## src/rtl/core/sdspi_pkg.sv

```systemverilog
// types and constants of the sd spi host sequencer
package sdspi_pkg;
  typedef enum logic [4:0] {
    PH_IDLE, PH_PWR, PH_CMD_SEND, PH_CMD_POLL, PH_CMD0_RETRY_GAP, PH_GAP_TO_CMD8, PH_R7,
    PH_GAP_TO_ACMD, PH_ACMD_NCR_GAP, PH_ACMD_TAIL_GAP, PH_ACMD_DELAY, PH_OCR,
    PH_GAP_AFTER_OCR, PH_GAP_TO_CMD59, PH_GAP_END_INIT, PH_TOKEN, PH_RD_DATA, PH_RD_CRC,
    PH_POST, PH_WR_GAP, PH_WR_TOKEN, PH_WR_WANT, PH_WR_SEND, PH_ZERO_SEND, PH_WF_CRC,
    PH_WF_RESP, PH_BUSY, PH_ERASE_GAP1, PH_ERASE_GAP2
  } phase_t;

  typedef enum logic [2:0] {K_INIT, K_READ, K_WRITE, K_ZERO, K_ERASE} kind_t;

  localparam logic [2:0] OP_XCHG  = 3'd0;
  localparam logic [2:0] OP_WDATA = 3'd1;
  localparam logic [2:0] OP_DELAY = 3'd2;
  localparam logic [2:0] OP_INIT  = 3'd3;
  localparam logic [2:0] OP_READ  = 3'd4;
  localparam logic [2:0] OP_WRITE = 3'd5;
  localparam logic [2:0] OP_ZERO  = 3'd6;
  localparam logic [2:0] OP_ERASE = 3'd7;

  localparam logic [2:0] ST_OK      = 3'd0;
  localparam logic [2:0] ST_TIMEOUT = 3'd1;
  localparam logic [2:0] ST_INIT    = 3'd2;
  localparam logic [2:0] ST_READ    = 3'd3;
  localparam logic [2:0] ST_WRITE   = 3'd4;

  localparam logic [2:0] REG_POLL  = 3'd0;
  localparam logic [2:0] REG_IDLE  = 3'd1;
  localparam logic [2:0] REG_INIT  = 3'd2;
  localparam logic [2:0] REG_TOKEN = 3'd3;
  localparam logic [2:0] REG_BUSY  = 3'd4;

  localparam logic [5:0] CMD0 = 6'd0;
  localparam logic [5:0] CMD8 = 6'd8;
  localparam logic [5:0] CMD16 = 6'd16;
  localparam logic [5:0] CMD17 = 6'd17;
  localparam logic [5:0] CMD24 = 6'd24;
  localparam logic [5:0] CMD32 = 6'd32;
  localparam logic [5:0] CMD33 = 6'd33;
  localparam logic [5:0] CMD38 = 6'd38;
  localparam logic [5:0] CMD41 = 6'd41;
  localparam logic [5:0] CMD55 = 6'd55;
  localparam logic [5:0] CMD58 = 6'd58;
  localparam logic [5:0] CMD59 = 6'd59;

  localparam int BLOCK_BYTES = 512;

  // output item, highest field first
  typedef struct packed {
    logic       high_capacity;
    logic [2:0] status;
    logic       done_res;
    logic       busy_res;
    logic       fast_clock;
    logic       delay_request;
    logic       want_write_byte;
    logic       read_valid;
    logic [7:0] read_byte;
    logic       chip_select;
    logic       mosi_valid;
    logic [7:0] mosi_byte;
  } res_t;
endpackage

```

## src/rtl/core/sd_spi_host_sequencer.sv

```systemverilog
// sd card spi-mode host sequencer, one step per spi byte exchange
//
// in_ channel: one item per step; tuser is the opcode, tdata holds miso_byte,
// write_byte, block_address and block_address_end. a start opcode begins an
// operation, byte-exchanged items answer each mosi request, write-data items
// answer want_write_byte and delay-elapsed items answer delay_request.
// out_ channel: one result item per input item, carrying the next request
// and status. the result is valid in the cycle after acceptance; one item per
// cycle holds while out_tready is high, set by the single registered state update.
// the output register is a one-entry stage: while the receiver stalls with
// a result pending, the input is held off, and an item is taken in the same
// cycle as the pending result is taken.
// cfg_ port: plain write of the five limit registers, effective at once.
// reset (rst_n low, synchronous) returns the sequencer to idle, the limits
// to their defaults, clears the capacity flag, fast clock and output valid.
module sd_spi_host_sequencer #(
  parameter int POWERUP_BYTES = 10
) (
  input  logic        clk,
  input  logic        rst_n,
  input  logic        in_tvalid,
  output logic        in_tready,
  // miso_byte[7:0], write_byte[15:8], block_address[47:16], block_address_end[79:48]
  input  logic [79:0] in_tdata,
  // opcode[2:0]
  input  logic [2:0]  in_tuser,
  output logic        out_tvalid,
  input  logic        out_tready,
  // mosi_byte, mosi_valid, chip_select, read_byte, read_valid, want_write_byte,
  // delay_request, fast_clock, busy_res, done_res, status[2:0], high_capacity, zero fill
  output logic [31:0] out_tdata,
  input  logic        cfg_we,
  input  logic [2:0]  cfg_index,
  input  logic [15:0] cfg_wdata
);
  import sdspi_pkg::*;

  phase_t phase_r, phase_nxt;
  kind_t kind_r, kind_nxt;
  logic [9:0] byte_r, byte_nxt;
  logic [15:0] retry_r, retry_nxt, wait_r, wait_nxt;
  logic [47:0] frame_r, frame_nxt;
  logic [31:0] resp_r, resp_nxt, eend_r, eend_nxt;
  logic [7:0] r1_r, r1_nxt;
  logic blk_r, blk_nxt, fast_r, fast_nxt;
  logic [2:0] fst_r, fst_nxt;
  logic [7:0] poll_lim_r, idle_lim_r;
  logic [15:0] init_lim_r, tok_lim_r, busy_lim_r;
  logic ov_r;
  res_t res_r, res_nxt;

  logic [2:0] opc;
  logic [7:0] miso, wbyte;
  logic [31:0] addr, addr_end;
  logic acc, done;
  logic [2:0] stat;
  logic rdv;
  logic [7:0] rdb;

  assign opc = in_tuser;
  assign miso = in_tdata[7:0];
  assign wbyte = in_tdata[15:8];
  assign addr = in_tdata[47:16];
  assign addr_end = in_tdata[79:48];
  assign in_tready = !ov_r || out_tready;
  assign acc = in_tvalid && in_tready;
  assign out_tvalid = ov_r;
  assign out_tdata = {4'd0, res_r};

  function automatic logic [47:0] frame(input logic [5:0] cmd, input logic [31:0] arg);
    logic [7:0] crc;
    crc = (cmd == CMD0) ? 8'h95 : ((cmd == CMD8) ? 8'h87 : 8'h01);
    return {2'b01, cmd, arg, crc};
  endfunction

  function automatic logic [15:0] lim8(input logic [7:0] v);
    return (v == 8'd0) ? 16'd1 : {8'd0, v};
  endfunction

  function automatic logic [15:0] lim16(input logic [15:0] v);
    return (v == 16'd0) ? 16'd1 : v;
  endfunction

  always_comb begin
    logic [31:0] la;
    logic [31:0] lae;
    logic [15:0] w1;
    logic [15:0] rt1;
    logic [9:0] b1;
    logic [31:0] rw;
    logic endb;
    logic [2:0] bs;
    phase_t ph;
    phase_nxt = phase_r; kind_nxt = kind_r; byte_nxt = byte_r; retry_nxt = retry_r;
    wait_nxt = wait_r; frame_nxt = frame_r; resp_nxt = resp_r; eend_nxt = eend_r;
    r1_nxt = r1_r; blk_nxt = blk_r; fast_nxt = fast_r; fst_nxt = fst_r;
    done = 1'b0; stat = ST_OK; rdv = 1'b0; rdb = 8'd0;
    la = blk_r ? addr : {addr[22:0], 9'd0};
    lae = blk_r ? eend_r : {eend_r[22:0], 9'd0};
    w1 = wait_r + 16'd1;
    rt1 = retry_r + 16'd1;
    b1 = byte_r + 10'd1;
    rw = {resp_r[23:0], miso};
    endb = 1'b0; bs = ST_OK;
    if (phase_r == PH_IDLE) begin
      unique case (opc)
        OP_INIT: begin
          kind_nxt = K_INIT; phase_nxt = PH_PWR; byte_nxt = '0;
        end
        OP_READ: begin
          kind_nxt = K_READ; frame_nxt = frame(CMD17, la); byte_nxt = '0;
          phase_nxt = PH_CMD_SEND;
        end
        OP_WRITE: begin
          kind_nxt = K_WRITE; frame_nxt = frame(CMD24, la); byte_nxt = '0;
          phase_nxt = PH_CMD_SEND;
        end
        OP_ZERO: begin
          kind_nxt = K_ZERO; frame_nxt = frame(CMD24, la); byte_nxt = '0;
          phase_nxt = PH_CMD_SEND;
        end
        OP_ERASE: begin
          kind_nxt = K_ERASE; eend_nxt = addr_end; frame_nxt = frame(CMD32, la);
          byte_nxt = '0; phase_nxt = PH_CMD_SEND;
        end
        default: ;
      endcase
    end else if (phase_r == PH_WR_WANT) begin
      if (opc == OP_WDATA) begin
        resp_nxt = {24'd0, wbyte}; phase_nxt = PH_WR_SEND;
      end
    end else if (phase_r == PH_ACMD_DELAY) begin
      if (opc == OP_DELAY) begin
        retry_nxt = rt1;
        if (rt1 >= lim16(init_lim_r)) begin
          phase_nxt = PH_IDLE; done = 1'b1; stat = ST_INIT;
        end else begin
          frame_nxt = frame(CMD55, 32'd0); byte_nxt = '0; phase_nxt = PH_CMD_SEND;
        end
      end
    end else if (opc == OP_XCHG) begin
      unique case (phase_r)
        PH_PWR: begin
          byte_nxt = b1;
          if (b1 >= 10'(POWERUP_BYTES)) begin
            retry_nxt = '0; frame_nxt = frame(CMD0, 32'd0); byte_nxt = '0;
            phase_nxt = PH_CMD_SEND;
          end
        end
        PH_CMD_SEND: begin
          byte_nxt = b1;
          if (b1 >= 10'd6) begin
            phase_nxt = PH_CMD_POLL; wait_nxt = '0;
          end
        end
        PH_CMD_POLL: begin
          logic fin;
          logic [7:0] r1;
          fin = 1'b0; r1 = 8'hFF;
          if (miso != 8'hFF) begin
            fin = 1'b1; r1 = miso;
          end else begin
            wait_nxt = w1;
            if (w1 >= lim8(poll_lim_r)) fin = 1'b1;
          end
          if (fin) begin
            r1_nxt = r1;
            unique case (frame_r[45:40])
              CMD0: phase_nxt = (r1 == 8'h01) ? PH_GAP_TO_CMD8 : PH_CMD0_RETRY_GAP;
              CMD8: begin
                if (r1 == 8'h01) begin
                  phase_nxt = PH_R7; byte_nxt = '0; resp_nxt = '0;
                end else phase_nxt = PH_GAP_TO_ACMD;
              end
              CMD55: phase_nxt = (r1 != 8'hFF) ? PH_ACMD_NCR_GAP : PH_ACMD_TAIL_GAP;
              CMD41: phase_nxt = PH_ACMD_TAIL_GAP;
              CMD58: begin
                if (r1 != 8'd0) begin
                  phase_nxt = PH_IDLE; done = 1'b1; stat = ST_INIT;
                end else begin
                  phase_nxt = PH_OCR; byte_nxt = '0; resp_nxt = '0;
                end
              end
              CMD16: begin
                if (r1 != 8'd0) begin
                  phase_nxt = PH_IDLE; done = 1'b1; stat = ST_INIT;
                end else phase_nxt = PH_GAP_TO_CMD59;
              end
              CMD59: phase_nxt = PH_GAP_END_INIT;
              CMD17: begin
                if (r1 != 8'd0) begin
                  phase_nxt = PH_IDLE; done = 1'b1; stat = ST_READ;
                end else begin
                  phase_nxt = PH_TOKEN; wait_nxt = '0;
                end
              end
              CMD24: begin
                if (r1 != 8'd0) begin
                  phase_nxt = PH_IDLE; done = 1'b1; stat = ST_WRITE;
                end else phase_nxt = PH_WR_GAP;
              end
              CMD32: phase_nxt = PH_ERASE_GAP1;
              CMD33: phase_nxt = PH_ERASE_GAP2;
              CMD38: begin
                phase_nxt = PH_BUSY; wait_nxt = '0;
              end
              default: begin
                phase_nxt = PH_IDLE; done = 1'b1; stat = ST_OK;
              end
            endcase
          end
        end
        PH_CMD0_RETRY_GAP: begin
          retry_nxt = rt1;
          if (rt1 >= lim8(idle_lim_r)) begin
            phase_nxt = PH_IDLE; done = 1'b1; stat = ST_INIT;
          end else begin
            frame_nxt = frame(CMD0, 32'd0); byte_nxt = '0; phase_nxt = PH_CMD_SEND;
          end
        end
        PH_GAP_TO_CMD8: begin
          frame_nxt = frame(CMD8, 32'h0000_01AA); byte_nxt = '0; phase_nxt = PH_CMD_SEND;
        end
        PH_R7: begin
          resp_nxt = rw; byte_nxt = b1;
          if (b1 >= 10'd4) begin
            if (rw[7:0] != 8'hAA || rw[11:8] != 4'h1) begin
              phase_nxt = PH_IDLE; done = 1'b1; stat = ST_INIT;
            end else phase_nxt = PH_GAP_TO_ACMD;
          end
        end
        PH_GAP_TO_ACMD: begin
          retry_nxt = '0; frame_nxt = frame(CMD55, 32'd0); byte_nxt = '0;
          phase_nxt = PH_CMD_SEND;
        end
        PH_ACMD_NCR_GAP: begin
          frame_nxt = frame(CMD41, 32'h4000_0000); byte_nxt = '0; phase_nxt = PH_CMD_SEND;
        end
        PH_ACMD_TAIL_GAP: begin
          if (r1_r == 8'd0) begin
            frame_nxt = frame(CMD58, 32'd0); byte_nxt = '0; phase_nxt = PH_CMD_SEND;
          end else phase_nxt = PH_ACMD_DELAY;
        end
        PH_OCR: begin
          resp_nxt = rw; byte_nxt = b1;
          if (b1 >= 10'd4) begin
            blk_nxt = rw[30]; phase_nxt = PH_GAP_AFTER_OCR;
          end
        end
        PH_GAP_AFTER_OCR: begin
          frame_nxt = blk_r ? frame(CMD59, 32'd0) : frame(CMD16, 32'd512);
          byte_nxt = '0; phase_nxt = PH_CMD_SEND;
        end
        PH_GAP_TO_CMD59: begin
          frame_nxt = frame(CMD59, 32'd0); byte_nxt = '0; phase_nxt = PH_CMD_SEND;
        end
        PH_GAP_END_INIT: begin
          fast_nxt = 1'b1; phase_nxt = PH_IDLE; done = 1'b1; stat = ST_OK;
        end
        PH_TOKEN: begin
          if (miso == 8'hFE) begin
            phase_nxt = PH_RD_DATA; byte_nxt = '0;
          end else begin
            wait_nxt = w1;
            if (w1 >= lim16(tok_lim_r)) begin
              phase_nxt = PH_IDLE; done = 1'b1; stat = ST_TIMEOUT;
            end
          end
        end
        PH_RD_DATA: begin
          rdv = 1'b1; rdb = miso; byte_nxt = b1;
          if (b1 >= 10'(BLOCK_BYTES)) begin
            phase_nxt = PH_RD_CRC; byte_nxt = '0;
          end
        end
        PH_RD_CRC: begin
          byte_nxt = b1;
          if (b1 >= 10'd2) begin
            fst_nxt = ST_OK; phase_nxt = PH_POST;
          end
        end
        PH_POST: begin
          phase_nxt = PH_IDLE; done = 1'b1; stat = fst_r;
        end
        PH_WR_GAP: phase_nxt = PH_WR_TOKEN;
        PH_WR_TOKEN: begin
          byte_nxt = '0;
          phase_nxt = (kind_r == K_ZERO) ? PH_ZERO_SEND : PH_WR_WANT;
        end
        PH_WR_SEND, PH_ZERO_SEND: begin
          byte_nxt = b1;
          if (b1 >= 10'(BLOCK_BYTES)) begin
            phase_nxt = PH_WF_CRC; byte_nxt = '0;
          end else if (phase_r == PH_WR_SEND) phase_nxt = PH_WR_WANT;
        end
        PH_WF_CRC: begin
          byte_nxt = b1;
          if (b1 >= 10'd2) phase_nxt = PH_WF_RESP;
        end
        PH_WF_RESP: begin
          if (miso[4:0] != 5'h05) begin
            phase_nxt = PH_IDLE; done = 1'b1; stat = ST_WRITE;
          end else begin
            phase_nxt = PH_BUSY; wait_nxt = '0;
          end
        end
        PH_BUSY: begin
          if (miso == 8'hFF) endb = 1'b1;
          else begin
            wait_nxt = w1;
            if (w1 >= lim16(busy_lim_r)) begin
              endb = 1'b1; bs = ST_TIMEOUT;
            end
          end
          if (endb) begin
            fst_nxt = (kind_r == K_ERASE) ? ST_OK : bs; phase_nxt = PH_POST;
          end
        end
        PH_ERASE_GAP1: begin
          frame_nxt = frame(CMD33, lae); byte_nxt = '0; phase_nxt = PH_CMD_SEND;
        end
        PH_ERASE_GAP2: begin
          frame_nxt = frame(CMD38, 32'd0); byte_nxt = '0; phase_nxt = PH_CMD_SEND;
        end
        default: ;
      endcase
    end

    ph = phase_nxt;
    res_nxt.mosi_valid = !(ph == PH_IDLE || ph == PH_WR_WANT || ph == PH_ACMD_DELAY);
    res_nxt.chip_select = !(ph == PH_IDLE || ph == PH_PWR || ph == PH_POST);
    res_nxt.mosi_byte = 8'd0;
    if (res_nxt.mosi_valid) begin
      res_nxt.mosi_byte = 8'hFF;
      if (ph == PH_CMD_SEND) begin
        unique case (byte_nxt)
          10'd0: res_nxt.mosi_byte = frame_nxt[47:40];
          10'd1: res_nxt.mosi_byte = frame_nxt[39:32];
          10'd2: res_nxt.mosi_byte = frame_nxt[31:24];
          10'd3: res_nxt.mosi_byte = frame_nxt[23:16];
          10'd4: res_nxt.mosi_byte = frame_nxt[15:8];
          10'd5: res_nxt.mosi_byte = frame_nxt[7:0];
          default: res_nxt.mosi_byte = 8'hFF;
        endcase
      end else if (ph == PH_WR_TOKEN) res_nxt.mosi_byte = 8'hFE;
      else if (ph == PH_WR_SEND) res_nxt.mosi_byte = resp_nxt[7:0];
      else if (ph == PH_ZERO_SEND) res_nxt.mosi_byte = 8'd0;
    end
    res_nxt.read_byte = rdb;
    res_nxt.read_valid = rdv;
    res_nxt.want_write_byte = (ph == PH_WR_WANT);
    res_nxt.delay_request = (ph == PH_ACMD_DELAY);
    res_nxt.fast_clock = fast_nxt;
    res_nxt.busy_res = (ph != PH_IDLE);
    res_nxt.done_res = done;
    res_nxt.status = done ? stat : ST_OK;
    res_nxt.high_capacity = blk_nxt;
  end

  always_ff @(posedge clk) begin
    if (!rst_n) begin
      phase_r <= PH_IDLE; kind_r <= K_INIT; byte_r <= '0; retry_r <= '0; wait_r <= '0;
      frame_r <= '0; resp_r <= '0; eend_r <= '0; r1_r <= 8'hFF; blk_r <= 1'b0;
      fast_r <= 1'b0; fst_r <= ST_OK; ov_r <= 1'b0;
      poll_lim_r <= 8'd8; idle_lim_r <= 8'd10; init_lim_r <= 16'd1000;
      tok_lim_r <= 16'd200; busy_lim_r <= 16'd50000;
    end else begin
      if (acc) begin
        phase_r <= phase_nxt; kind_r <= kind_nxt; byte_r <= byte_nxt;
        retry_r <= retry_nxt; wait_r <= wait_nxt; frame_r <= frame_nxt;
        resp_r <= resp_nxt; eend_r <= eend_nxt; r1_r <= r1_nxt; blk_r <= blk_nxt;
        fast_r <= fast_nxt; fst_r <= fst_nxt; ov_r <= 1'b1;
      end else if (out_tready) ov_r <= 1'b0;
      if (cfg_we) begin
        unique case (cfg_index)
          REG_POLL: poll_lim_r <= cfg_wdata[7:0];
          REG_IDLE: idle_lim_r <= cfg_wdata[7:0];
          REG_INIT: init_lim_r <= cfg_wdata;
          REG_TOKEN: tok_lim_r <= cfg_wdata;
          REG_BUSY: busy_lim_r <= cfg_wdata;
          default: ;
        endcase
      end
    end
  end

  always_ff @(posedge clk) begin
    if (acc) res_r <= res_nxt;
  end
endmodule

```

## config.mk

```make
export PLATFORM = sky130hd
export DESIGN_NAME = sd_spi_host_sequencer
export DESIGN_NICKNAME = d
export VERILOG_FILES = /design/src/rtl/core/sdspi_pkg.sv /design/src/rtl/core/sd_spi_host_sequencer.sv
export SDC_FILE = /design/constraint.sdc
export NUM_CORES = 1
export LEC_CHECK = 0
export BUFFER_PORTS_ARGS = -buffer_cell sky130_fd_sc_hd__buf_2
export CELL_PAD_IN_SITES_DETAIL_PLACEMENT = 1
export CELL_PAD_IN_SITES_GLOBAL_PLACEMENT = 1
export CORE_UTILIZATION = 35
export CTS_BUF_LIST = sky130_fd_sc_hd__clkbuf_8
export CTS_CLUSTER_SIZE = 8
export DETAILED_ROUTE_END_ITERATION = 16
export PLACE_DENSITY_LB_ADDON = 0.15
export SYNTH_ARGS = -nofsm -noshare
export SYNTH_HDL_FRONTEND = slang
export SYNTH_SLANG_ARGS = --single-unit
```

## constraint.sdc

```tcl
create_clock -name clk -period 4.9 [get_ports clk]
set_input_delay 0.245 -clock clk [delete_from_list [all_inputs] [get_ports clk]]
set_output_delay 0.245 -clock clk [all_outputs]
set_load 0.01 [all_outputs]
```

==> results of run 1 <==
how the worst max path moves through the flow:
stage               start           end  slack, ps  cells past startpoint
2_1_floorplan  retry_r[0]  out_tdata[6]        190                     18
3_3_place_gp   retry_r[1]  out_tdata[6]        240                     16
4_1_cts        retry_r[6]  out_tdata[7]         70                     15
3_5_place_dp   retry_r[6]  out_tdata[7]        130                     15
6_report       retry_r[0]  out_tdata[6]        220                     16
5_1_grt        retry_r[3]  out_tdata[7]        -40                     16
logic make-up after synthesis:
| group | share of synthesized area |
|---|---|
| other | 0.000231 |
| AOI/OAI and AO/OA | 0.256 |
| DFF | 0.318 |
| xor gates and xnor gates | 0.0216 |
| buffers and inverters | 0.0563 |
| adders and majority gates | 0.0524 |
| and+or+nand+nor | 0.256 |
| muxes | 0.0401 |
routing by layer:
layer,global-route usage,up-vias
met3,0.0450,161
met2,0.482,565
li1,-,8276
met1,0.377,8695
met4,0.131,0
met5,0,-
through the flow:
stage / setup slack (ps) / total power [mW]
after detailed placement: 128 / 3.28
after floorplan: 194 / 2.83
after global placement: 238 / 3.27
final: 224 / 5.37
after global routing: -37.6 / 5.59
after CTS: 71.9 / 5.40
cells in the final DEF (no fill, tap or decap), types with 21 or more instances in the layout:
master / synthesis / layout
and3_1: 25 / 25
nor2_1: 219 / 218
o211ai_1: 28 / 28
a22oi_1: 29 / 29
xnor2_1: 29 / 29
nand4_1: 26 / 26
dfxtp_1: 216 / 215
nor4_1: 23 / 21
ha_1: 68 / 67
a211oi_1: 54 / 54
nor3_1: 53 / 50
a31oi_1: 30 / 30
inv_1: 84 / 92
nand3_1: 59 / 57
mux2i_1: 64 / 64
a21oi_1: 220 / 218
edfxtp_1: 28 / 28
clkbuf_8: 0 / 57
nand2_1: 313 / 313
buf_4: 4 / 98
o22ai_1: 45 / 45
dlygate4sd3_1: 0 / 56
buf_2: 14 / 136
nand2b_1: 23 / 23
o21ai_0: 77 / 75
registers in the layout (all words and copies together), names as in the netlist, 16 cells and up:
register and count:
out_tdata 28, tok_lim_r 16, eend_r 32, frame_r 48, busy_lim_r 16, wait_r 16, retry_r 16, init_lim_r 16
layout make-up:
| type | instances | area, um^2 |
|---|---|---|
| inverters | 87 | 334 |
| clock buffers | 57 | 785 |
| diodes | 5 | 12.5 |
| well taps | 600 | 751 |
| fillers | 5618 | 26100 |
| repair buffers | 294 | 2060 |
| multi-input cells | 1686 | 10300 |
| clock inverters | 25 | 141 |
| flip-flops and latches | 244 | 5170 |
what timing repair did:
action,4_1_cts,5_1_grt
hold buffers,56,0
gates resized for setup,0,17
setup endpoints to repair,0,10
hold endpoints to repair,104,0
worst max-delay path, cell delays in order, from the launching register on:
cell and delay [ps]:
dfxtp_1 370, buf_4 140, nand2_1 110, nor2_1 210, nand3_1 120, xnor2_1 260
ha_1 300, a211o_1 320, a2111oi_2 410, a21oi_2 150, o21a_1 250, or4_4 590
a31o_1 270, a211oi_2 190, nand4_2 130, or3_1 390, o31a_1 240
power breakdown:
| part | leakage [nW] | internal [mW] | switching (mW) |
|---|---|---|---|
| Clock | 0.529 | 1.10 | 0.966 |
| Combinational | 4.93 | 0.396 | 0.733 |
| Sequential | 2.03 | 2.11 | 0.0616 |
| Total | 7.49 | 3.61 | 1.76 |
==> key figures, run 1 <==
Run status
  • Status: finished clean

Clocking
  • Clk buf depth: 3
  • Clock-pin transition on the worst setup and hold timing paths: 60 ps
  • Clock Sinks: 244
  • Total CTS buffers: 45
  • Postcts setup bufs: 0
  • CTS Root Cell: clkbuf_8
  • CTS tree: done
  • Clock Latency Late Sink: 630 ps
  • H-Tree Depth: 2

Synth
  • Average cell area after synthesis: 7.51 um^2
  • Mapped Cells: 2162
  • Post-synth cell types: 91
  • Synth async-reset ratio: 0
  • Post-Syn Area: 16200 um^2
  • Post-synth EDFFs: 28
  • Most frequent cell after synthesis: nand2_1
  • Yosys top cell area share: 0.266
  • Top post-synthesis cells by area: dfxtp_1 27%, nand2_1 7.2%, a21oi_1 6.8%
  • Ys flop type: dfxtp_1
  • FF+latch count, synth: 244
  • Syn. warnings: 0
  • Seq/Total Area, Yosys: 0.318
  • Top cell type by total area after synthesis: dfxtp_1
  • Synth top cells by count: 313 x nand2_1, 220 x a21oi_1, 219 x nor2_1, 216 x dfxtp_1, 121 x clkbuf_1

Detailed routing
  • Initial DRC Count: 1421
  • Routed wl met2: 33200 um
  • Routed WL: 70600 um
  • Vias per cell: 5.90
  • Via count: 17.7k
  • Detail Route Antenna Nets: 0
  • Routed length per instance: 23.5 um
  • # DRC: 0
  • Drt first pass iters: 5
  • Max Used Layer: met4
  • Met3 WL post-DR: 4160 um
  • M1 WL: 30400 um

Hold path
  • Hold worst-path end: r1_r[0]
  • Worst hold stages: 3
  • Hold WC Path Type: in2reg
  • Min-delay src: in_tdata[0]

Floorplanning
  • Core ar.: 45600 um^2
  • Initial core utilization: 0.356
  • Die area: 47300 um^2
  • Chip width: 217 um
  • Std-Cell Rows: 78
  • # IOs: 141
  • Die Ht: 217 um

Place
  • Placed Cells: 2855
  • GPL Wtd Cong: 0.920
  • Post-DP Area: 17900 um^2
  • Port-buffer cells: 136
  • DP HPWL: 52000 um

Critical path
  • Critical R2R Launch: retry_r[0]
  • CP Launch Type: flop
  • CP arrival: 5050 ps
  • Reg2reg setup slack: 220 ps
  • CP Capture Type: flop
  • R2R depth: 16
  • CP max FO: 5
  • CP Class: reg2reg
  • Reg2reg end: out_tdata[6]
  • Worst endpoint required time: 5270 ps

STA
  • Worst Skew: 31.3 ps
  • Slew headroom: 0.286
  • TNS Setup: 0 ps
  • Final setup viols: 0
  • WHS: 46.9 ps
  • Hold Fails Final Rpt: 0
  • Period utilisation layout: 0.954
  • Max Clk Rate: 214 MHz
  • Slew at the pin with the worst max-slew slack: 1070 ps
  • Crit path time final: 4680 ps
  • Final slew viol count: 0

Global route
  • Antenna violations before repair: 4
  • Largest net degree at the start of global routing: 98
  • Grt total ovfl: 0
  • Vias in the first global route: 18.1k
  • Global-route wire length before repair: 107000 um
  • GRT Resource Usage Total: 0.293

Finish
  • Nets: 2533
  • Final core utilization: 0.428
  • Layout cells sized above 1: 0.157
  • Design area: 19500 um^2
  • Area Overhead vs Synth: 20.1%
  • Final Non-Filler Cells: 2998

Power and ir drop
  • LEAKAGE: 7.49 nW
  • Pwr dens: 275 nW/um^2
  • Peak supply drop: 0.173 mV

Job
  • Max-Cap Viols: 0
No activity file was read; power rests on OpenSTA's default activity.
==> run 2, diff against run 1 <==
==> constraint.sdc (replaced) <==
create_clock -name clk -period 3.9 [get_ports clk]
set_input_delay 0.195 -clock clk [delete_from_list [all_inputs] [get_ports clk]]
set_output_delay 0.195 -clock clk [all_outputs]
set_load 0.01 [all_outputs]
==> key figures, run 2 (synthesis results as in run 1) <==
Critical path
  • Reg2reg setup slack: -520 ps
  • Critical Path, Cell by Cell: ha_4 > nand4_1 > buf_4 > nor2_4 > xor2_1 > buf_4 > ha_4 > a211o_1 > a2111oi_4 > a21oi_2 > o21a_1 > or4_4 > a31o_4 > a211oi_4 > nand4_2 > buf_6 > buf_6 > buf_6 > a21oi_4 > a211oi_2
  • Crit path top cell by count: buf_6
  • CP Class: reg2reg
  • Slowest CP cell: or4_4
  • CP max FO: 4
  • Reg2reg end: out_tdata[3]
  • Critical R2R Launch: retry_r[0]
  • R2R depth: 20
  • Worst endpoint required time: 4280 ps
  • CP arrival: 4810 ps
  • CP Capture Type: flop
  • CP Launch Type: flop
  • Worst stage delay on the critical path: 510 ps

Floorplanning
  • # IOs: 141
  • Die area: 47300 um^2
  • Std-Cell Rows: 78
  • Core ar.: 45600 um^2
  • Chip width: 217 um
  • Initial core utilization: 0.356
  • Die Ht: 217 um

STA
  • Hold Fails Final Rpt: 0
  • Final slew viol count: 0
  • Slew headroom: 0.250
  • RSZ-0062 raised after global routing: yes
  • Final setup viols: 10
  • Slew at the pin with the worst max-slew slack: 1120 ps
  • WHS: 49.6 ps
  • Crit path time final: 4420 ps
  • Period utilisation layout: 1.13
  • Worst Skew: 50.7 ps
  • Max Clk Rate: 226 MHz
  • Post-route setup slack: -525 ps

Detailed routing
  • Initial DRC Count: 1090
  • # DRC: 0
  • Routed length per instance: 23.4 um
  • Detail Route Antenna Nets: 0
  • Drt first pass iters: 5
  • Via count: 19.3k
  • Vias per cell: 5.78
  • Routed WL: 78100 um

Run status
  • Failing checks: negative setup slack
  • Status: finished, violations left

Clocking
  • CTS tree: done
  • Clk buf depth: 3
  • Clock Sinks: 244
  • H-Tree Depth: 2
  • Clock-pin transition on the worst setup and hold timing paths: 60 ps
  • Total CTS buffers: 49
  • CTS Root Cell: clkbuf_8
  • Clock Latency Late Sink: 670 ps

Finish
  • Nets: 2880
  • Most frequent cells in the layout: 411 x buf_4, 305 x nand2_1, 210 x nor2_1
  • Most common cell after layout, fill and taps aside: buf_4
  • Max reg flops: 48
  • Top reg by flops: frame_r
  • # fillers: 5595
  • Area Overhead vs Synth: 44.0%
  • Layout cells sized above 1: 0.309
  • Design area: 23400 um^2

Global route
  • Grt total ovfl: 0
  • GRT Resource Usage Total: 0.323
  • Largest net degree at the start of global routing: 117
  • Antenna violations before repair: 4
  • Vias in the first global route: 20.2k
  • Global-route wire length before repair: 118000 um

Hold path
  • Min-delay src: in_tdata[13]
  • Worst hold stages: 3
  • Hold worst-path end: resp_r[5]
  • Hold WC Path Type: in2reg

Job
  • Max-Cap Viols: 0

Power and ir drop
  • LEAKAGE: 9.53 nW
  • Sequential share of power: 0.362
  • Gate power share: 0.242
  • Cell internal pwr: 5.09 mW
  • Post-route total power: 7.49 mW
  • Clock power frac: 0.396
  • Sw Ratio: 0.321
  • Peak supply drop: 0.252 mV
  • Pwr dens: 320 nW/um^2
  • Psw: 2.40 mW

Place
  • GPL Wtd Cong: 0.957
  • Post-DP Area: 20300 um^2
  • Port-buffer cells: 136
  • DP HPWL: 57600 um
==> run 2: cell types whose count changed in the layout (fill, tap and decap cells not counted), moves of 11 or more <==
cell,previous run,this run
buf_4,98,411
buf_6,0,17
dfxtp_1,215,200
dfxtp_2,1,13
o21ai_0,75,63
a211oi_1,54,43
==> run 2: timing repair <==
item | 4_1_cts | 5_1_grt
cloned | 0 | 3
setup endpoints to repair | 56 | 47
buffers inserted | 24 | 10
pin swaps | 50 | 31
gates resized for setup | 151 | 70
hold endpoints to repair | 112 | 0
hold buffers | 63 | 0
==> run 2: per-layer routing <==
| metal | wire [um] | GRT usage | vias up |
|---|---|---|---|
| met5 | 7 | 0 | - |
| met4 | 2700 | 0.126 | 2 |
| met3 | 3610 | 0.0464 | 157 |
| met2 | 39100 | 0.567 | 526 |
| met1 | 32700 | 0.395 | 9642 |
| li1 | - | - | 8983 |
==> run 2: area by class of cell <==
| type | instances | area (um^2) | area share |
|---|---|---|---|
| Inverter | 87 | 334 | 0.0143 |
| Sequential cell | 244 | 5190 | 0.222 |
| Timing Repair Buffer | 635 | 4750 | 0.203 |
| Multi-Input combinational cell | 1688 | 11300 | 0.482 |
| Clock buffer | 62 | 853 | 0.0365 |
| Antenna cell | 2 | 5.00 | 0.000214 |
| Tap cell | 600 | 751 | 0.0321 |
| Clock inverter | 25 | 219 | 0.00936 |
==> run 2: through the flow <==
| step | TNS, ps | instances | setup WS (ps) | utilization |
|---|---|---|---|---|
| after floorplan | -1200 | 2165 | -360 | - |
| after global routing | -5910 | 3343 | -652 | 0.513 |
| after global placement | -13700 | 3156 | -810 | 0.445 |
| after detailed placement | -17960 | 3156 | -885 | 0.445 |
| after CTS | -3260 | 3328 | -447 | 0.502 |
| final | -4090 | 3343 | -525 | 0.513 |
==> run 2: worst max-delay path by stage <==
| stage | startpoint | end | slack [ps] | cells after the start |
|---|---|---|---|---|
| final | retry_r[0] | out_tdata[3] | -520 | 20 |
| after global placement | retry_r[1] | out_tdata[6] | -810 | 18 |
| after CTS | retry_r[0] | out_tdata[6] | -450 | 17 |
| after detailed placement | retry_r[1] | out_tdata[6] | -880 | 18 |
| after global routing | retry_r[0] | out_tdata[3] | -650 | 21 |
| after floorplan | retry_r[0] | out_tdata[6] | -360 | 17 |
==> run 2: worst max-delay path, delay by kind of cell, from the launching register on <==
| family | cells | cell delay [ps] |
|---|---|---|
| flip-flops | 1 | 390 |
| AO/OA/AOI/OAI | 8 | 1720 |
| adder cells (fa/ha/maj) | 2 | 300 |
| buffers and inverters | 5 | 730 |
| XOR/XNOR | 1 | 90 |
| AND/OR/NAND/NOR | 4 | 890 |
==> run 2: power groups by stage <==
stage	registers (mW)	logic [mW]	clock network, mW
finish	2.71	1.82	2.97
floorplan	2.76	0.804	0
global route	2.72	1.93	3.13
CTS	2.71	1.71	3.02
global placement	2.76	1.53	0
detailed placement	2.76	1.55	0
==> run 3, diff against run 2 <==
--- a/config.mk
+++ b/config.mk
@@ -6,8 +6,6 @@
 export NUM_CORES = 1
 export LEC_CHECK = 0
 export BUFFER_PORTS_ARGS = -buffer_cell sky130_fd_sc_hd__buf_2
-export CELL_PAD_IN_SITES_DETAIL_PLACEMENT = 1
-export CELL_PAD_IN_SITES_GLOBAL_PLACEMENT = 1
 export CORE_UTILIZATION = 35
 export CTS_BUF_LIST = sky130_fd_sc_hd__clkbuf_8
 export CTS_CLUSTER_SIZE = 8
==> key figures, run 3 (synthesis results as in run 1) <==
Run status
  • Status: finished, violations left
  • Failing checks: negative setup slack

Detailed routing
  • Initial DRC Count: 1536
  • Detail Route Antenna Nets: 0
  • Drt first pass iters: 6
  • Via count: 18.4k
  • Routed WL: 66900 um
  • # DRC: 0
  • Vias per cell: 5.62
  • Routed length per instance: 20.5 um

Global route
  • Largest net degree at the start of global routing: 101
  • Vias in the first global route: 17.9k
  • Antenna violations before repair: 3
  • GRT Resource Usage Total: 0.278
  • Global-route wire length before repair: 103000 um
  • Grt total ovfl: 0

Critical path
  • CP Class: reg2reg
  • Reg2reg setup slack: -370 ps
  • Reg2reg end: out_tdata[7]
  • CP Capture Type: flop
  • R2R depth: 21
  • Critical R2R Launch: retry_r[0]
  • Worst endpoint required time: 4360 ps
  • CP arrival: 4730 ps
  • CP max FO: 5
  • CP Launch Type: flop

Clocking
  • Clk buf depth: 3
  • Clock Sinks: 244
  • Clock Latency Late Sink: 630 ps
  • H-Tree Depth: 2
  • Total CTS buffers: 47
  • Clock-pin transition on the worst setup and hold timing paths: 60 ps
  • CTS tree: done
  • CTS Root Cell: clkbuf_8

STA
  • Max Clk Rate: 234 MHz
  • Worst Skew: 33.6 ps
  • Crit path time final: 4270 ps
  • Post-route setup slack: -372 ps
  • Slew headroom: 0.271
  • Hold Fails Final Rpt: 0
  • RSZ-0062 raised after global routing: yes
  • Slew at the pin with the worst max-slew slack: 1090 ps
  • Final slew viol count: 0
  • WHS: 47.6 ps
  • Final setup viols: 10
  • Period utilisation layout: 1.10

Power and ir drop
  • Post-route total power: 7.01 mW
  • Pwr dens: 311 nW/um^2
  • LEAKAGE: 9.11 nW
  • Peak supply drop: 0.236 mV

Floorplanning
  • Core ar.: 45600 um^2
  • Die area: 47300 um^2
  • Std-Cell Rows: 78
  • Chip width: 217 um
  • Initial core utilization: 0.356
  • Die Ht: 217 um
  • # IOs: 141

Finish
  • Layout cells sized above 1: 0.286
  • Max reg flops: 48
  • Top reg by flops: frame_r
  • Most common cell after layout, fill and taps aside: buf_4
  • Nets: 2805
  • Most frequent cells in the layout: 338 x buf_4, 308 x nand2_1, 209 x nor2_1
  • Area Overhead vs Synth: 38.8%

Place
  • GPL Wtd Cong: 1.01
  • Port-buffer cells: 136
  • DP HPWL: 50000 um

Hold path
  • Min-delay src: in_tdata[12]
  • Hold WC Path Type: in2reg
  • Worst hold stages: 4
  • Hold worst-path end: resp_r[4]

Job
  • Max-Cap Viols: 0
[run 3: cell types whose count changed in the layout (fill, tap and decap cells not counted), moves of 6 or more]
cell and change:
clkbuf_8 -6, nor2_2 +7, nor2_4 -6, buf_4 -73, o22ai_1 -7
[run 3: worst max path at each step]
| stage | from | to | slack, ps | depth (start not counted) |
|---|---|---|---|---|
| final | retry_r[0] | out_tdata[7] | -370 | 21 |
| after global routing | retry_r[0] | out_tdata[6] | -600 | 19 |
| after CTS | retry_r[0] | out_tdata[6] | -400 | 17 |
| after detailed placement | retry_r[0] | out_tdata[5] | -630 | 21 |
| after global placement | retry_r[1] | out_tdata[6] | -600 | 18 |
| after floorplan | retry_r[0] | out_tdata[6] | -360 | 17 |
[run 3: final cells by class]
type | instances | area [um^2]
clock buffers | 56 | 771
flip-flops and latches | 244 | 5190
fillers | 4490 | 23000
well taps | 600 | 751
repair buffers | 563 | 4230
diodes | 2 | 5.00
clock inverters | 28 | 174
inverters | 87 | 337
multi-input cells | 1687 | 11100
[run 3: through the flow]
| stage | std cells | TNS, ps | setup slack, ps | cell area (um^2) | utilization |
|---|---|---|---|---|---|
| floorplan | 2165 | -1200 | -360 | 16400 | - |
| global placement | 3098 | -7990 | -601 | 19900 | 0.436 |
| detailed placement | 3098 | -9650 | -633 | 19900 | 0.436 |
| CTS | 3253 | -2280 | -396 | 22000 | 0.482 |
| global route | 3267 | -5330 | -603 | 22500 | 0.495 |
| finish | 3267 | -2980 | -372 | 22500 | 0.495 |
[run 3: layer usage]
| metal | track usage | vias to the layer above | share of wire |
|---|---|---|---|
| li1 | - | 8846 | - |
| met1 | 0.357 | 8697 | 0.43 |
| met3 | 0.0464 | 161 | 0.062 |
| met5 | 0 | - | 0.00019 |
| met4 | 0.117 | 2 | 0.040 |
| met2 | 0.458 | 668 | 0.47 |
[run 3: report_power, final]
part | leakage, nW | switching, mW | internal [mW]
Clock | 0.556 | 1.20 | 1.43
Combinational | 6.52 | 0.972 | 0.687
Sequential | 2.04 | 0.0734 | 2.65
Total | 9.11 | 2.25 | 4.77
[run 3: critical path, stage by stage (launching register included)]
cell and delay [ps]:
dfxtp_4 380, ha_4 130, nand4_1 90, buf_4 150
nor2_2 130, xor2_2 190, buf_4 140, ha_1 220
nand2_1 90, o21ai_1 80, a21oi_2 150, buf_4 130
nand4_1 90, o31a_1 280, or4_4 540, buf_6 140
a31oi_4 320, buf_6 150, nand3_4 110, o221ai_2 230
a221oi_1 150, a211oi_1 210
[run 3: what timing repair did]
item                                   in CTS  in global routing
cloned                                      1                  1
endpoints found under the hold margin     107                  0
setup buffers                              11                 12
setup endpoints to repair                  48                 45
gates resized for setup                    96                100
pin swaps                                  48                 66
hold buffers                               60                  0
